$ cat config.mk
export PLATFORM = sky130hd
export DESIGN_NAME = single_float_adder_core
export DESIGN_NICKNAME = d
export VERILOG_FILES = /design/src/rtl/sfa_pkg.sv /design/src/rtl/sfa_datapath.sv /design/src/rtl/single_float_adder_core.sv
export VERILOG_INCLUDE_DIRS = /design/src /design/src/rtl
export SDC_FILE = /design/constraint.sdc
export NUM_CORES = 1
export LEC_CHECK = 0
export ABC_AREA = 1
export BUFFER_PORTS_ARGS = -buffer_cell sky130_fd_sc_hd__buf_2
export CELL_PAD_IN_SITES_DETAIL_PLACEMENT = 1
export CELL_PAD_IN_SITES_GLOBAL_PLACEMENT = 1
export CORE_ASPECT_RATIO = 0.9
export CORE_UTILIZATION = 44
export CTS_CLUSTER_DIAMETER = 100
export DETAILED_ROUTE_END_ITERATION = 10
export PLACE_DENSITY = 0.86
export RECOVER_POWER = 25
export SLEW_MARGIN = 20
export SYNTH_ARGS = -nofsm -noshare
export SYNTH_HDL_FRONTEND = slang
export SYNTH_SLANG_ARGS = --single-unit
$ cat constraint.sdc
create_clock -name clock -period 10.35 [get_ports clock]
set_input_delay 1.035 -clock clock [delete_from_list [all_inputs] [get_ports clock]]
set_output_delay 1.035 -clock clock [all_outputs]
set_load 0.01 [all_outputs]
$ cat src/rtl/single_float_adder_core_defines.svh
// ----------------------------------------------------------------------------
// single_float_adder_core_defines.svh
// Assertion macros shared by the float adder RTL.
// ----------------------------------------------------------------------------
`ifndef SINGLE_FLOAT_ADDER_CORE_DEFINES_SVH
`define SINGLE_FLOAT_ADDER_CORE_DEFINES_SVH

// Implication checked on every edge outside of reset.
`define SFA_ASSERT(label, clk, rst, prop) \
   label: assert property (@(posedge clk) disable iff (rst) (prop)) \
      else $error("%m failed");

`endif

$ cat src/rtl/sfa_pkg.sv
// ----------------------------------------------------------------------------
// sfa_pkg
// Widths and helper functions for the single-precision adder.
// ----------------------------------------------------------------------------
package sfa_pkg;

   localparam int unsigned WordWidth = 32;
   localparam int unsigned ExpWidth  = 8;
   localparam int unsigned FracWidth = 23;
   // hidden one, fraction and two guard bits, plus one carry bit
   localparam int unsigned SigWidth  = 27;
   localparam int unsigned LzWidth   = 5;

   typedef logic [WordWidth-1:0] word_type;
   typedef logic [SigWidth-1:0]  sig_type;
   typedef logic [LzWidth-1:0]   lz_type;

   // leading zeros of a nonzero 27-bit significand, counted from bit 26
   function automatic lz_type lead_zeros(input sig_type v);
      lz_type n;
      n = '0;
      for (int i = 0; i < SigWidth; i++) begin
         if (v[i]) begin
            n = LzWidth'(SigWidth - 1 - i);
         end
      end
      return n;
   endfunction

endpackage

$ cat src/rtl/sfa_datapath.sv
// ----------------------------------------------------------------------------
// sfa_datapath
// Align, add or subtract, normalize and round one operand pair.
// ----------------------------------------------------------------------------
module sfa_datapath (
   input  sfa_pkg::word_type operand_a,
   input  sfa_pkg::word_type operand_b,
   output sfa_pkg::word_type sum
);

   logic                        a_big;
   sfa_pkg::word_type           big_op;
   sfa_pkg::word_type           small_op;
   logic [sfa_pkg::ExpWidth-1:0] exp_big;
   logic [sfa_pkg::ExpWidth-1:0] exp_small;
   logic [sfa_pkg::ExpWidth-1:0] exp_diff;
   sfa_pkg::sig_type            wide_big;
   sfa_pkg::sig_type            aligned;
   sfa_pkg::sig_type            acc;
   sfa_pkg::lz_type             lz;
   sfa_pkg::sig_type            norm;
   logic [9:0]                  expo;
   logic [sfa_pkg::ExpWidth-1:0] expf;
   sfa_pkg::word_type           packed_sum;
   logic                        pass_big;

   // pick the operand with the larger magnitude; ties go to b
   assign a_big     = operand_a[30:0] > operand_b[30:0];
   assign big_op    = a_big ? operand_a : operand_b;
   assign small_op  = a_big ? operand_b : operand_a;
   assign exp_big   = big_op[30:23];
   assign exp_small = small_op[30:23];
   assign exp_diff  = exp_big - exp_small;

   // significands with hidden one at bit 25 and two guard bits
   assign wide_big = {2'b01, big_op[22:0], 2'b00};
   assign aligned  = {2'b01, small_op[22:0], 2'b00} >> exp_diff[4:0];

   assign acc = (operand_a[31] ^ operand_b[31]) ? (wide_big - aligned)
                                                : (wide_big + aligned);

   // normalize so the leading one lands on bit 26
   assign lz   = sfa_pkg::lead_zeros(acc);
   assign norm = acc << lz;
   assign expo = {2'b00, exp_big} + 10'd1 - {5'b00000, lz};
   // negative or 256 clears the exponent field
   assign expf = expo[8] ? '0 : expo[7:0];

   // round half-up on the first dropped bit, carry may reach sign
   assign packed_sum = {big_op[31], expf, norm[25:3]} + {31'b0, norm[2]};

   assign pass_big = (exp_small == '0) || (exp_diff[7:5] != 3'b000);

   always_comb begin
      if (pass_big) begin
         sum = big_op;
      end else if (acc == '0) begin
         sum = {big_op[31], 31'b0};
      end else begin
         sum = packed_sum;
      end
   end

endmodule

$ cat src/rtl/single_float_adder_core.sv
// ----------------------------------------------------------------------------
// single_float_adder_core
// Simplified single-precision adder with valid/ready channels.
// ----------------------------------------------------------------------------
// Usage:
//   Request channel carries req_operand_a and req_operand_b, two single
//   precision bit patterns, one pair per beat. The response channel returns
//   rsp_sum, one beat per request, in order.
//   The operands are captured in an input register, the sum is computed by
//   one pass of align/add/normalize/round logic and captured in the result
//   register. Throughput is one beat per cycle while rsp_ready stays high;
//   the single combinational pass between the two registers sets that figure.
//   When the receiver stalls, the result register holds and the input
//   register holds too once full, so at most two beats are buffered; ready
//   drops only when both are occupied and rsp_ready is low.
//   Synchronous reset empties both registers; no clearing pass is needed.
//   NaN, infinity and denormals get no special handling.
// ----------------------------------------------------------------------------
`include "single_float_adder_core_defines.svh"

module single_float_adder_core (
   input  logic              clock,
   input  logic              reset,
   input  logic              req_valid,
   output logic              req_ready,
   input  sfa_pkg::word_type req_operand_a,
   input  sfa_pkg::word_type req_operand_b,
   output logic              rsp_valid,
   input  logic              rsp_ready,
   output sfa_pkg::word_type rsp_sum
);

   logic              in_valid_ff, in_valid_in;
   sfa_pkg::word_type op_a_ff, op_b_ff;
   logic              out_valid_ff, out_valid_in;
   sfa_pkg::word_type sum_ff;
   sfa_pkg::word_type sum_comb;
   logic              advance;
   logic              take;

   // stage moves when the result register is free or being drained
   assign advance   = !out_valid_ff || rsp_ready;
   assign req_ready = !in_valid_ff || advance;
   assign take      = req_valid && req_ready;

   assign in_valid_in  = take || (in_valid_ff && !advance);
   assign out_valid_in = advance ? in_valid_ff : out_valid_ff;

   sfa_datapath u_datapath (
      .operand_a (op_a_ff),
      .operand_b (op_b_ff),
      .sum       (sum_comb)
   );

   // control registers
   always_ff @(posedge clock) begin
      if (reset) begin
         in_valid_ff  <= 1'b0;
         out_valid_ff <= 1'b0;
      end else begin
         in_valid_ff  <= in_valid_in;
         out_valid_ff <= out_valid_in;
      end
   end

   // payload registers
   always_ff @(posedge clock) begin
      if (take) begin
         op_a_ff <= req_operand_a;
         op_b_ff <= req_operand_b;
      end
      if (advance && in_valid_ff) begin
         sum_ff <= sum_comb;
      end
   end

   assign rsp_valid = out_valid_ff;
   assign rsp_sum   = sum_ff;

   // accepted beat always lands in the input register
   `SFA_ASSERT(a_take_fills, clock, reset, take |=> in_valid_ff)
   // a held input beat is not lost while the output stalls
   `SFA_ASSERT(a_hold_in, clock, reset,
      (in_valid_ff && !advance) |=> (in_valid_ff && $stable(op_a_ff) && $stable(op_b_ff)))
   // a drained result with nothing behind it empties the output
   `SFA_ASSERT(a_drain, clock, reset,
      (rsp_valid && rsp_ready && !in_valid_ff) |=> !rsp_valid)
   // input register full moves into the output when it is free
   `SFA_ASSERT(a_move, clock, reset, (in_valid_ff && advance) |=> rsp_valid)

endmodule
# --- Yosys cells after proc, flatten, opt, wreduce, memory -nomap -nowiden ---
# Cells that the tools add are included.
# W data, S select, Z words.
totals:
  register_bits: 98
  out_inout_bits: 34
  n_memories: 0
  ramBits: 0
  romBits: 0
  latch_bits: 0
op_classes:
  order_cmp: 1
  mul: 0
  div_mod_pow: 0
  addsub: 6
  n_reduce_logical: 13
  muxes: 33
  bitwise_logic: 1
  n_eq_ne: 0
  n_shift: 2
op_table:
  columns: ["op", "count"]
  rows:
  - ["$mux W5", 27]
  - ["$mux W32", 3]
  - ["$add A32 B1 Y32", 1]
  - ["$gt A31 B31 Y1", 1]
  - ["$mux W31", 1]
  - ["$add A26 B27 Y27", 1]
  - ["$logic_not A27 Y1", 1]
  - ["$mux W27", 1]
  - ["$shl A27 B5 Y26", 1]
  - ["$shr A26 B5 Y27", 1]
  - ["$sub A26 B27 Y27", 1]
  - ["$add A8 B1 Y9 const B", 1]
  - ["$sub A9 B5 Y9", 1]
  - ["$logic_not A8 Y1", 1]
  - ["$mux W8", 1]
  - ["$sub A8 B8 Y8", 1]
  - ["$logic_or A1 B1 Y1", 4]
  - ["$logic_and A1 B1 Y1", 3]
  - ["$logic_not A1 Y1", 3]
  - ["$reduce_bool A3 Y1", 1]
  - ["$xor A1 B1 Y1", 1]

# --- Logic depth before layout (Yosys ltp) ---
# Gate-level depths: netlist of run 1.
logic_depth:
  word_depth: 38
  depth_mapped: 87
  mapped_depth_nobuf: 85

# --- Hierarchy ---
# From an unflattened synthesis of run 1, not the netlist that was laid out.
unflattened:
  hier_cells: 1907
  hier_area_um2: 12384.4
by_module_without_submodules:
  columns: ["module", "seq_area_each_um2", "cells_per_inst", "n_inst", "area_per_inst_um2"]
  rows:
  - ["sfa_datapath", 0.0, 1799, 1, 9410.3]
  - ["single_float_adder_core", 2922.8, 108, 1, 2974.1]

# --- Least setup slack after synthesis of run 1 ---
# No wires, ideal clock.
synth_path:
  path_kind: "flip-flop to flip-flop"
  from: "register op_a_ff[29]"
  to: "register sum_ff[31], in the netlist rsp_sum[31], data pin"
  n_path_buf: 4
  setup_time_ps: 261
  t_required_ps: 10089
  path_slack_ps: 1012
  synth_period_minus_slack_ps: 9338
  t_arrival_ps: 9077
  path_stages_with_launch: 74
  path_cell_list: "edfxtp_1 ha_1 nand2_2 nor2_2 nand4_1 nor3_2 nand2_1 nand2_2 buf_6 nand3b_1 nand2_1 nand2_1 ha_1 inv_1 clkbuf_1 clkbuf_1 o21ai_0 o21ai_0 [... 38 more ...] nor2_1 nor2_1 nor2_1 nor2_1 nor2_1 nor2_1 nor2_1 o21ai_0 nand2_1 inv_1 nand2_1 nor2_1 inv_1 nor2_1 nand4_1 nor2_1 nand4_1 xor2_1"
synth_between:
  elab_chain_cells: 38
  elab_cells_between_ends: 46
synth_rtl:
  columns: ["element", "line_no", "rtl"]
  rows:
  - ["start, declared", "single_float_adder_core.sv:34", "sfa_pkg::word_type op_a_ff, op_b_ff;"]
  - ["start signal, assigned", "single_float_adder_core.sv:69", "op_a_ff <= req_operand_a;"]
  - ["$gt A31 B31 Y1", "sfa_datapath.sv:28", "assign a_big = operand_a[30:0] > operand_b[30:0];"]
  - ["$mux W32 / $mux W31 (equally long branches)", "sfa_datapath.sv:29, sfa_datapath.sv:30", null]
  - ["$sub A8 B8 Y8", "sfa_datapath.sv:33", "assign exp_diff = exp_big - exp_small;"]
  - ["$shr A26 B5 Y27", "sfa_datapath.sv:37", "assign aligned = {2'b01, small_op[22:0], 2'b00} >> exp_diff[4:0];"]
  - ["$add A26 B27 Y27 / $sub A26 B27 Y27 (equally long branches)", "sfa_datapath.sv:40, sfa_datapath.sv:39", null]
  - ["$mux W27", "sfa_datapath.sv:39", "assign acc = (operand_a[31] ^ operand_b[31]) ? (wide_big - aligned)"]
  - ["$mux W5 (27 in a row)", "sfa_pkg.sv:23", "if (v[i]) begin"]
  - ["$sub A9 B5 Y9", "sfa_datapath.sv:45", "assign expo = {2'b00, exp_big} + 10'd1 - {5'b00000, lz};"]
  - ["$mux W8", "sfa_datapath.sv:47", "assign expf = expo[8] ? '0 : expo[7:0];"]
  - ["$add A32 B1 Y32", "sfa_datapath.sv:50", "assign packed_sum = {big_op[31], expf, norm[25:3]} + {31'b0, norm[2]};"]
  - ["$mux W32", "sfa_datapath.sv:57", "end else if (acc == '0) begin"]
  - ["$mux W32 (*)", "sfa_datapath.sv:55", "if (pass_big) begin"]
  - ["via sum_comb[31]", "single_float_adder_core.sv:37", "sfa_pkg::word_type sum_comb;"]
  - ["end signal, assigned", "single_float_adder_core.sv:73", "sum_ff <= sum_comb;"]
  - ["end, declared", "single_float_adder_core.sv:36", "sfa_pkg::word_type sum_ff;"]
# Mark *: on every way through the listed nets, which the timed path passes. The rest lies on a longest branch.
# A chain may end at the register's enable or synchronous reset.

# --- Worst setup path in the final report of run 1 ---
layout_path:
  from: "register op_b_ff[28]"
  to: "register sum_ff[27], in the netlist rsp_sum[27], data pin"
layout_between:
  elab_chain_cells: 38
  elab_cells_between_ends: 46
layout_rtl:
  columns: ["element", "line_no", "rtl"]
  rows:
  - ["start, declared", "single_float_adder_core.sv:34", null]
  - ["start signal, assigned", "single_float_adder_core.sv:70", "op_b_ff <= req_operand_b;"]
  - ["$gt A31 B31 Y1", "sfa_datapath.sv:28", null]
  - ["$mux W32 / $mux W31 (equally long branches)", "sfa_datapath.sv:29, sfa_datapath.sv:30", null]
  - ["$sub A8 B8 Y8", "sfa_datapath.sv:33", null]
  - ["$shr A26 B5 Y27", "sfa_datapath.sv:37", null]
  - ["$add A26 B27 Y27 / $sub A26 B27 Y27 (equally long branches)", "sfa_datapath.sv:40, sfa_datapath.sv:39", null]
  - ["$mux W27", "sfa_datapath.sv:39", null]
  - ["$mux W5 (27 in a row)", "sfa_pkg.sv:23", null]
  - ["$sub A9 B5 Y9", "sfa_datapath.sv:45", null]
  - ["$mux W8", "sfa_datapath.sv:47", null]
  - ["$add A32 B1 Y32", "sfa_datapath.sv:50", null]
  - ["$mux W32", "sfa_datapath.sv:57", null]
  - ["$mux W32 (*)", "sfa_datapath.sv:55", null]
  - ["via sum_comb[27]", "single_float_adder_core.sv:37", null]
# Marked as above.

==> results.toml, run 1 <==
[setup_path]
crit_fanout = 8
regToRegStartpoint = "op_b_ff[28]$_DFFE_PP_"
slowest_stage = "edfxtp_1"
max_stage_delay_ns = 0.39
crit_required_ns = 10.47
r2r_slack_ns = 0.03
path_class = "reg2reg"
worst_r2r_path_depth = 76
arrival_ns = 10.44
crit_top_cell = "nand2_1"
r2r_end = "rsp_sum[27]$_DFFE_PP_"
cp-end-kind = "flop"
critPathLaunchType = "flop"

[worst_hold_path]
worstHoldPathType = "reg2reg"
worstHoldEndpoint = "rsp_valid$_SDFFE_PP0P_"
worstHoldPathCells = 2
worstHoldStart = "in_valid_ff$_SDFF_PP0_"

[die]
rows = 57
die_w_um = 178
initial_core_util_pct = 45.0
dieArea_um2 = 28500
core_um2 = 27200
fp.dieH_um = 160
ios = 102

[timing]
maxSlewViolCount = 0
rsz0062_at_grt = "yes"
worstMarginPinSlew_ns = 1.10
tns_ns = 0
period_needed_ns = 10.32
max_freq_mhz = 96.9
skew_ns = 0.0110
hold_viol_final = 0
relSlewSlack_pct = 25.8
period_share_pct = 99.7
setup_violations = 0

[finish]
final_cell_mix = "nand2_1 (536), nand3_1 (308), inv_1 (189)"
final_cells = 2434
final_core_util_pct = 54.8
layout_commonest_cell = "nand2_1"
nets = 2237
synthToLayoutAreaGrowth_pct = 21.7
drive_above_1_share_pct = 22.6

[pwr]
leakagePower_nw = 7.18
peakVddDrop_mv = 0.115
powerDensity_nw_per_um2 = 303

[logic_synthesis]
avgSynthCellArea_um2 = 6.35
yosys_warnings = 0
synth_largest_area_cell = "edfxtp_1"
ys_seq_area_share_pct = 23.9
synth.distinct_cells = 59
synthTopCellsByArea = "edfxtp_1 (24%), nand2_1 (17%), nand3_1 (13%)"
syn_nets = 2088
synth_area_um2 = 12200
synth_top_area_share_pct = 23.6
ys_ff_latch = 98
synth_cells = 1925

[drt]
drc_errors = 0
detail_route.iter0.violations = 1402
dr.pass1.iters = 6
vias = 14600
met2_length_um = 25200
wl_per_cell_um = 22.3
antenna_left = 0
dr_wl_met3_um = 4390
wl_met1_um = 22000
drt_wl_total_um = 54200
top_layer = "met5"
via_per_inst = 6.00

[global_route]
grt-ovfl-total = 0
grt_max_degree = 71
grt_use_total_pct = 32.8
grt_pass1_wl_um = 73300
antenna_found_initial = 3
grt_pass1_vias = 13900

[clock_tree]
clk_pin_slew_worst_paths_ns = 0.08
cts_made_buffers = 9
cts_htree_levels = 3
hold_buffers = 0
clock_latency_ns = 0.37
clockBufferDepth = 2
root_buffer = "clkbuf_16"
clock_sinks = 98
cts_tree = "done"

[placed_design]
io_buffers = 101
gp_congestion = 1.02
dp_hpwl_um = 37300
dp.cells = 2355

[run]
drv_cap = 0

[run_status]
status = "finished clean"
## metrics by stage
step	hold slack [ns]	instance area (um2)	power, mW	worst slack, ns
after floorplan	0.445	12200	2.73	1.01
after global placement	0.509	13200	3.52	0.133
after detailed placement	0.525	13200	3.60	-0.303
after CTS	0.535	13600	4.01	0.00439
after global routing	0.564	14900	4.84	-0.635
final	0.534	14900	4.51	0.0296
## sequential cells by signal (all words and copies together), names as in the netlist
register	flops
op_b_ff	32
rsp_valid	1
rsp_sum	32
op_a_ff	32
in_valid_ff	1
## cells in the mapped netlist (all sizes together)
cell / n
a31oi: 11
o211ai: 3
o21ai: 88
nand3: 330
xor2: 25
a21o: 3
mux2i: 2
or2: 4
a21oi: 82
nor3: 21
a22o: 2
nor2: 184
buf: 48
o22ai: 1
o311ai: 2
a311oi: 2
nand4: 22
clkbuf: 21
xnor2: 1
edfxtp: 96
a22oi: 2
a41oi: 1
clkinv: 2
o31ai: 9
nand2: 608
a2111oi: 1
inv: 234
ha: 93
a32o: 1
nor2b: 1
a221oi: 1
a221o: 1
nor4: 6
and2: 2
nand3b: 5
fa: 2
a211oi: 2
o21bai: 4
dfxtp: 2
## cell type report
type,count,area [um2]
clock inverters,5,62.6
well taps,354,443
inverters,236,901
clock buffers,11,233
flip-flops and latches,98,2920
diodes,1,2.50
fillers,3650,12300
multi-input cells,1522,8830
repair buffers,207,1500
## worst max-delay path, delay by kind of cell (launching register included)
family	cells	cell delay, ns
DFF	1	0.39
buffers and inverters	8	0.91
and+or+nand+nor	52	5.57
adders and majority gates	5	1.39
xor gates and xnor gates	1	0.25
AOI/OAI and AO/OA	10	1.51
## where the power goes
part	switching [mW]	internal, mW	leakage [nW]
sequential	0.0187	0.487	0.942
clock	0.167	0.189	0.136
combinational	2.52	1.13	6.10
## kinds of logic (layout without fill, tap and decap cells)
logic type / Yosys count / count (layout) / share of synthesized area, %
AND/OR/NAND/NOR: 1183 / 1183 / 43.3
buffers and inverters: 305 / 459 / 10.5
AO/OA/AOI/OAI: 216 / 216 / 10.1
flip-flops: 98 / 98 / 23.9
adder cells (fa/ha/maj): 95 / 95 / 9.84
XOR/XNOR: 26 / 26 / 2.23
multiplexers: 2 / 2 / 0.164
other: 0 / 1 / 0
## layer usage
layer  vias up  track usage, %
li1       6667               -
met1      7017            43.4
met2       728            55.2
met3       196            5.19
met4         2            8.43
met5         -               0
## worst max-delay path by stage
stage	startpoint	to	cells past startpoint
2_1_floorplan	op_a_ff[29]$_DFFE_PP_	rsp_sum[31]$_DFFE_PP_	73
3_3_place_gp	op_a_ff[30]$_DFFE_PP_	rsp_sum[25]$_DFFE_PP_	71
3_5_place_dp	op_a_ff[30]$_DFFE_PP_	rsp_sum[29]$_DFFE_PP_	72
4_1_cts	op_a_ff[22]$_DFFE_PP_	rsp_sum[29]$_DFFE_PP_	70
5_1_grt	op_a_ff[28]$_DFFE_PP_	rsp_sum[30]$_DFFE_PP_	77
6_report	op_b_ff[28]$_DFFE_PP_	rsp_sum[27]$_DFFE_PP_	76
## what timing repair did
action | CTS | global route
setup buffers | 9 | 49
resized for setup | 18 | 203
endpoints found under the setup margin | 8 | 31
pin swaps | 4 | 77
cloned | 0 | 5
No activity file was read; power rests on OpenSTA's default activity.
==> run 2, diff against run 1 <==
- SETUP_SLACK_MARGIN: not set -> 0.15
==> run 2 against run 1 <==
Net effect: the run now ends with negative setup slack left; hold slack worse by 0.00065 ns; register-to-register slack worse by 0.36 ns; routed wire length hardly changed; clock-buffer cell count stayed put.
==> results.toml, run 2 (synthesis results as in run 1) <==
[setup_path]
cp-end-kind = "flop"
arrival_ns = 10.80
slowest_stage = "edfxtp_1"
regToRegStartpoint = "op_a_ff[6]$_DFFE_PP_"
crit_buf_inv = 17
max_stage_delay_ns = 0.44
worst_r2r_path_depth = 71
crit_fanout = 8
r2r_slack_ns = -0.33
startpoint = "op_a_ff[6]$_DFFE_PP_"
crit_required_ns = 10.47
crit_top_cell = "nor2_1"
r2r_end = "rsp_sum[31]$_DFFE_PP_"
critPathLaunchType = "flop"
cp_top_family = "simple AND/OR/NAND/NOR gates"
path_class = "reg2reg"
critical_path_cell_count = 71

[drt]
via_per_inst = 6.00
vias = 14700
wl_per_cell_um = 22.1
drt_wl_total_um = 54200
drc_errors = 0
antenna_left = 0
dr.pass1.iters = 7
detail_route.iter0.violations = 1353

[finish]
final_area_um2 = 15000
multi_input_area_um2 = 8800
diodes = 0
layout_commonest_cell = "nand2_1"
nets = 2255
synthToLayoutAreaGrowth_pct = 22.3
seqCellArea_um2 = 2920
final_cell_mix = "nand2_1 (534), nand3_1 (310), inv_1 (187)"
drive_above_1_share_pct = 23.2
num-fill-cells = 3653
final_core_util_pct = 55.1
final_cells = 2451

[clock_tree]
clockBufferDepth = 2
cts_tree = "done"
clock_sinks = 98
root_buffer = "clkbuf_16"
cts_htree_levels = 3
clk_pin_slew_worst_paths_ns = 0.07
cts_made_buffers = 9
hold_buffers = 0
clock_latency_ns = 0.38

[run]
drv_cap = 0

[global_route]
grt-ovfl-total = 0
grt_use_total_pct = 33.4
antenna_found_initial = 1
grt_pass1_wl_um = 74800
grt_pass1_vias = 14100
grt_max_degree = 71

[timing]
hold_viol_final = 0
maxSlewViolCount = 0
skew_ns = 0.0118
max_freq_mhz = 93.6
rsz0062_at_grt = "yes"
relSlewSlack_pct = 32.9
tns_ns = -2.22
worstMarginPinSlew_ns = 0.996
period_needed_ns = 10.68
setup_violations = 8
period_share_pct = 103
setup_ws_ns = -0.333
hold_slack_ns = 0.534

[placed_design]
gp_congestion = 1.02
dp_hpwl_um = 37300
place_area_um2 = 13200
io_buffers = 101
place_ws_ns = -0.303
dp.cells = 2355

[pwr]
seq_power_share_pct = 11.0
peakVddDrop_mv = 0.120
combPwrFrac_pct = 81.2
p_clk_share_pct = 7.7
leakagePower_nw = 7.25
switching_share_pct = 59.7
p_int_mw = 1.84
p_total_mw = 4.58
powerDensity_nw_per_um2 = 306
switchingPower_mw = 2.73

[die]
core_um2 = 27200
ios = 102
rows = 57
fp.dieH_um = 160
initial_core_util_pct = 45.0
die_w_um = 178
dieArea_um2 = 28500

[worst_hold_path]
worstHoldStart = "rsp_valid$_SDFFE_PP0P_"
worstHoldPathType = "reg2reg"
worstHoldPathCells = 2
worstHoldEndpoint = "rsp_valid$_SDFFE_PP0P_"

[run_status]
status = "complete, but fails checks"
violations = "negative setup slack"
[run 2: area by class of cell]
type,instances,area share (%)
multi-input cells,1522,58.8
flip-flops and latches,98,19.5
repair buffers,225,10.7
inverters,236,6.01
well taps,354,2.96
clock buffers,11,1.56
clock inverters,5,0.418
[run 2: worst register-to-register path: cells and delay by family (launching register included)]
| family | cells | cell delay (ns) |
|---|---|---|
| AO/OA/AOI/OAI | 10 | 1.85 |
| XOR/XNOR | 2 | 0.55 |
| adder cells (fa/ha/maj) | 6 | 1.75 |
| buffers and inverters | 17 | 1.64 |
| flip-flops | 1 | 0.44 |
| AND/OR/NAND/NOR | 36 | 4.22 |
[run 2: worst max-delay path by stage]
stage / slack, ns / endpoint
final: -0.33 / rsp_sum[31]$_DFFE_PP_
after detailed placement: -0.30 / rsp_sum[29]$_DFFE_PP_
after global placement: 0.13 / rsp_sum[25]$_DFFE_PP_
after floorplan: 1.01 / rsp_sum[31]$_DFFE_PP_
after CTS: 0.16 / rsp_sum[27]$_DFFE_PP_
after global routing: -0.85 / rsp_sum[30]$_DFFE_PP_
[run 2: layer usage]
layer	track usage [%]	share of wire, %	up-vias	routed length (um)
met2	57.2	47	681	25600
met4	7.23	4.5	0	2450
met5	0	0	-	0
met3	3.43	6.8	210	3710
li1	-	-	6695	-
met1	45.1	41	7131	22500
[run 2: power groups by stage]
stage               Combinational, mW  Clock (mW)  Sequential (mW)
finish                           3.72       0.354            0.505
CTS                              3.21       0.355            0.504
detailed placement               3.09           0            0.512
floorplan                        2.21           0            0.516
global placement                 3.01           0            0.510
global route                     4.02       0.367            0.508
[run 2: repair_timing]
| action | 4_1_cts | 5_1_grt |
|---|---|---|
| pin swaps | 12 | 94 |
| endpoints found under the setup margin | 9 | 31 |
| buffers inserted | 19 | 58 |
| gates cloned | 1 | 1 |
| endpoints found under the hold margin | 0 | 0 |
| gates resized for setup | 38 | 179 |
==> run 3, diff against run 2 <==
- CORE_UTILIZATION: 44 -> 45
- PLACE_DENSITY: 0.86 -> not set
- PLACE_DENSITY_LB_ADDON: not set -> 0.1
- clock period: 10.35 -> 12.5 ns (I/O delays scaled with it)
==> run 3 against run 2 <==
Net effect: the run now ends clean; setup slack better by 1.5 ns; critical endpoint is now rsp_sum[30]$_DFFE_PP_; first-iteration DRC count shrank 31%; fmax decreased by 6.0%; sequential power down 18%; hold slack lost 0.0095 ns; clock-buffer cell count shrank 2; design area is 11% lower; critical path depth fell by 1.
==> results.toml, run 3 (synthesis results as in run 1) <==
[pwr]
p_clk_share_pct = 8.0
peakVddDrop_mv = 0.0891
switchingPower_mw = 1.97
seq_power_share_pct = 12.9
p_total_mw = 3.23
p_int_mw = 1.26
combPwrFrac_pct = 79.2
powerDensity_nw_per_um2 = 243
leakagePower_nw = 6.60
switching_share_pct = 60.9

[global_route]
grt_use_total_pct = 31.9
antenna_found_initial = 0
grt_pass1_vias = 13200
grt_max_degree = 70
grt-ovfl-total = 0
grt_pass1_wl_um = 69300

[die]
dieArea_um2 = 27800
core_um2 = 26300
initial_core_util_pct = 46.4
ios = 102
fp.dieH_um = 158
die_w_um = 176
rows = 56

[clock_tree]
cts_tree = "done"
clk_pin_slew_worst_paths_ns = 0.07
cts_made_buffers = 9
hold_buffers = 0
clock_sinks = 98
clock_latency_ns = 0.36
clockBufferDepth = 2
root_buffer = "clkbuf_16"
cts_htree_levels = 3

[timing]
period_share_pct = 90.9
skew_ns = 0.0112
worstMarginPinSlew_ns = 1.05
period_needed_ns = 11.37
hold_viol_final = 0
maxSlewViolCount = 0
tns_ns = 0
setup_violations = 0
max_freq_mhz = 88.0
rsz0062_at_grt = "no"
hold_slack_ns = 0.524
relSlewSlack_pct = 29.6

[finish]
layout_commonest_cell = "nand2_1"
final_core_util_pct = 50.5
drive_above_1_share_pct = 13.1
diodes = 0
synthToLayoutAreaGrowth_pct = 8.82
final_cells = 2343
nets = 2154
final_cell_mix = "nand2_1 (570), nand3_1 (318), inv_1 (205)"
num-fill-cells = 3676

[setup_path]
critPathLaunchType = "flop"
r2r_end = "rsp_sum[30]$_DFFE_PP_"
startpoint = "op_a_ff[20]$_DFFE_PP_"
slowest_stage = "edfxtp_1"
crit_required_ns = 12.73
crit_top_cell = "nand2_1"
worst_r2r_path_depth = 70
r2r_slack_ns = 1.13
regToRegStartpoint = "op_a_ff[20]$_DFFE_PP_"
path_class = "reg2reg"
cp-end-kind = "flop"
max_stage_delay_ns = 0.42
crit_fanout = 28
arrival_ns = 11.60
endpoint = "rsp_sum[30]$_DFFE_PP_"

[placed_design]
io_buffers = 101
dp_hpwl_um = 36300
gp_congestion = 1.01
dp.cells = 2320

[drt]
drt_wl_total_um = 44300
drc_errors = 0
antenna_left = 0
dr.pass1.iters = 5
vias = 13300
wl_per_cell_um = 18.9
via_per_inst = 5.68
detail_route.iter0.violations = 940

[run_status]
status = "finished clean"

[worst_hold_path]
worstHoldPathType = "reg2reg"

[run]
drv_cap = 0
[run 3: what timing repair did]
action | 4_1_cts | 5_1_grt
gates resized for setup | 0 | 11
buffers inserted | 0 | 5
endpoints found under the setup margin | 0 | 9
[run 3: routing by layer]
metal	wire, um	up-vias	GRT usage, %
met2	20600	377	54.8
met5	0	-	0
met3	2780	62	5.59
met1	19800	6386	41.1
li1	-	6490	-
met4	1060	0	8.41
[run 3: power by group through the flow]
stage | clock network, mW | registers, mW | logic, mW
3_5_place_dp | 0 | 0.424 | 2.49
6_report | 0.258 | 0.416 | 2.56
3_3_place_gp | 0 | 0.422 | 2.43
2_1_floorplan | 0 | 0.428 | 1.83
4_1_cts | 0.262 | 0.416 | 2.51
5_1_grt | 0.269 | 0.418 | 2.83
[run 3: per-stage QoR]
stage	cell area (um2)	setup WS [ns]
floorplan	12200	3.16
global placement	12900	1.11
detailed placement	12900	0.684
CTS	13200	0.613
global route	13300	0.120
finish	13300	1.13
[run 3: how the worst min path moves through the flow]
| stage | start | endpoint | slack, ns | cells past startpoint |
|---|---|---|---|---|
| after floorplan | in_valid_ff$_SDFF_PP0_ | rsp_valid$_SDFFE_PP0P_ | 0.44 | 2 |
| after global placement | rsp_valid$_SDFFE_PP0P_ | rsp_valid$_SDFFE_PP0P_ | 0.51 | 2 |
| after detailed placement | rsp_valid$_SDFFE_PP0P_ | rsp_valid$_SDFFE_PP0P_ | 0.52 | 2 |
| after CTS | rsp_valid$_SDFFE_PP0P_ | rsp_valid$_SDFFE_PP0P_ | 0.53 | 2 |
| after global routing | rsp_valid$_SDFFE_PP0P_ | rsp_valid$_SDFFE_PP0P_ | 0.57 | 2 |
| final | rsp_valid$_SDFFE_PP0P_ | rsp_valid$_SDFFE_PP0P_ | 0.52 | 2 |
[run 3: layout make-up]
class	count	area [um2]	area share [%]
Tap cell	348	435	3.27
Timing Repair Buffer	122	687	5.16
Multi-Input combinational cell	1523	8100	60.9
Clock buffer	9	225	1.69
Timing Repair inverter	1	7.51	0.0564
Sequential cell	98	2920	22.0
Inverter	236	892	6.70
Clock inverter	6	35.0	0.263
[run 3: critical path: cells and delay by family (launching register included)]
| family | cells | cell delay (ns) |
|---|---|---|
| AO/OA/AOI/OAI | 10 | 1.94 |
| buffers and inverters | 10 | 1.53 |
| flip-flops | 1 | 0.42 |
| XOR/XNOR | 1 | 0.28 |
| adder cells (fa/ha/maj) | 6 | 1.87 |
| AND/OR/NAND/NOR | 43 | 5.14 |
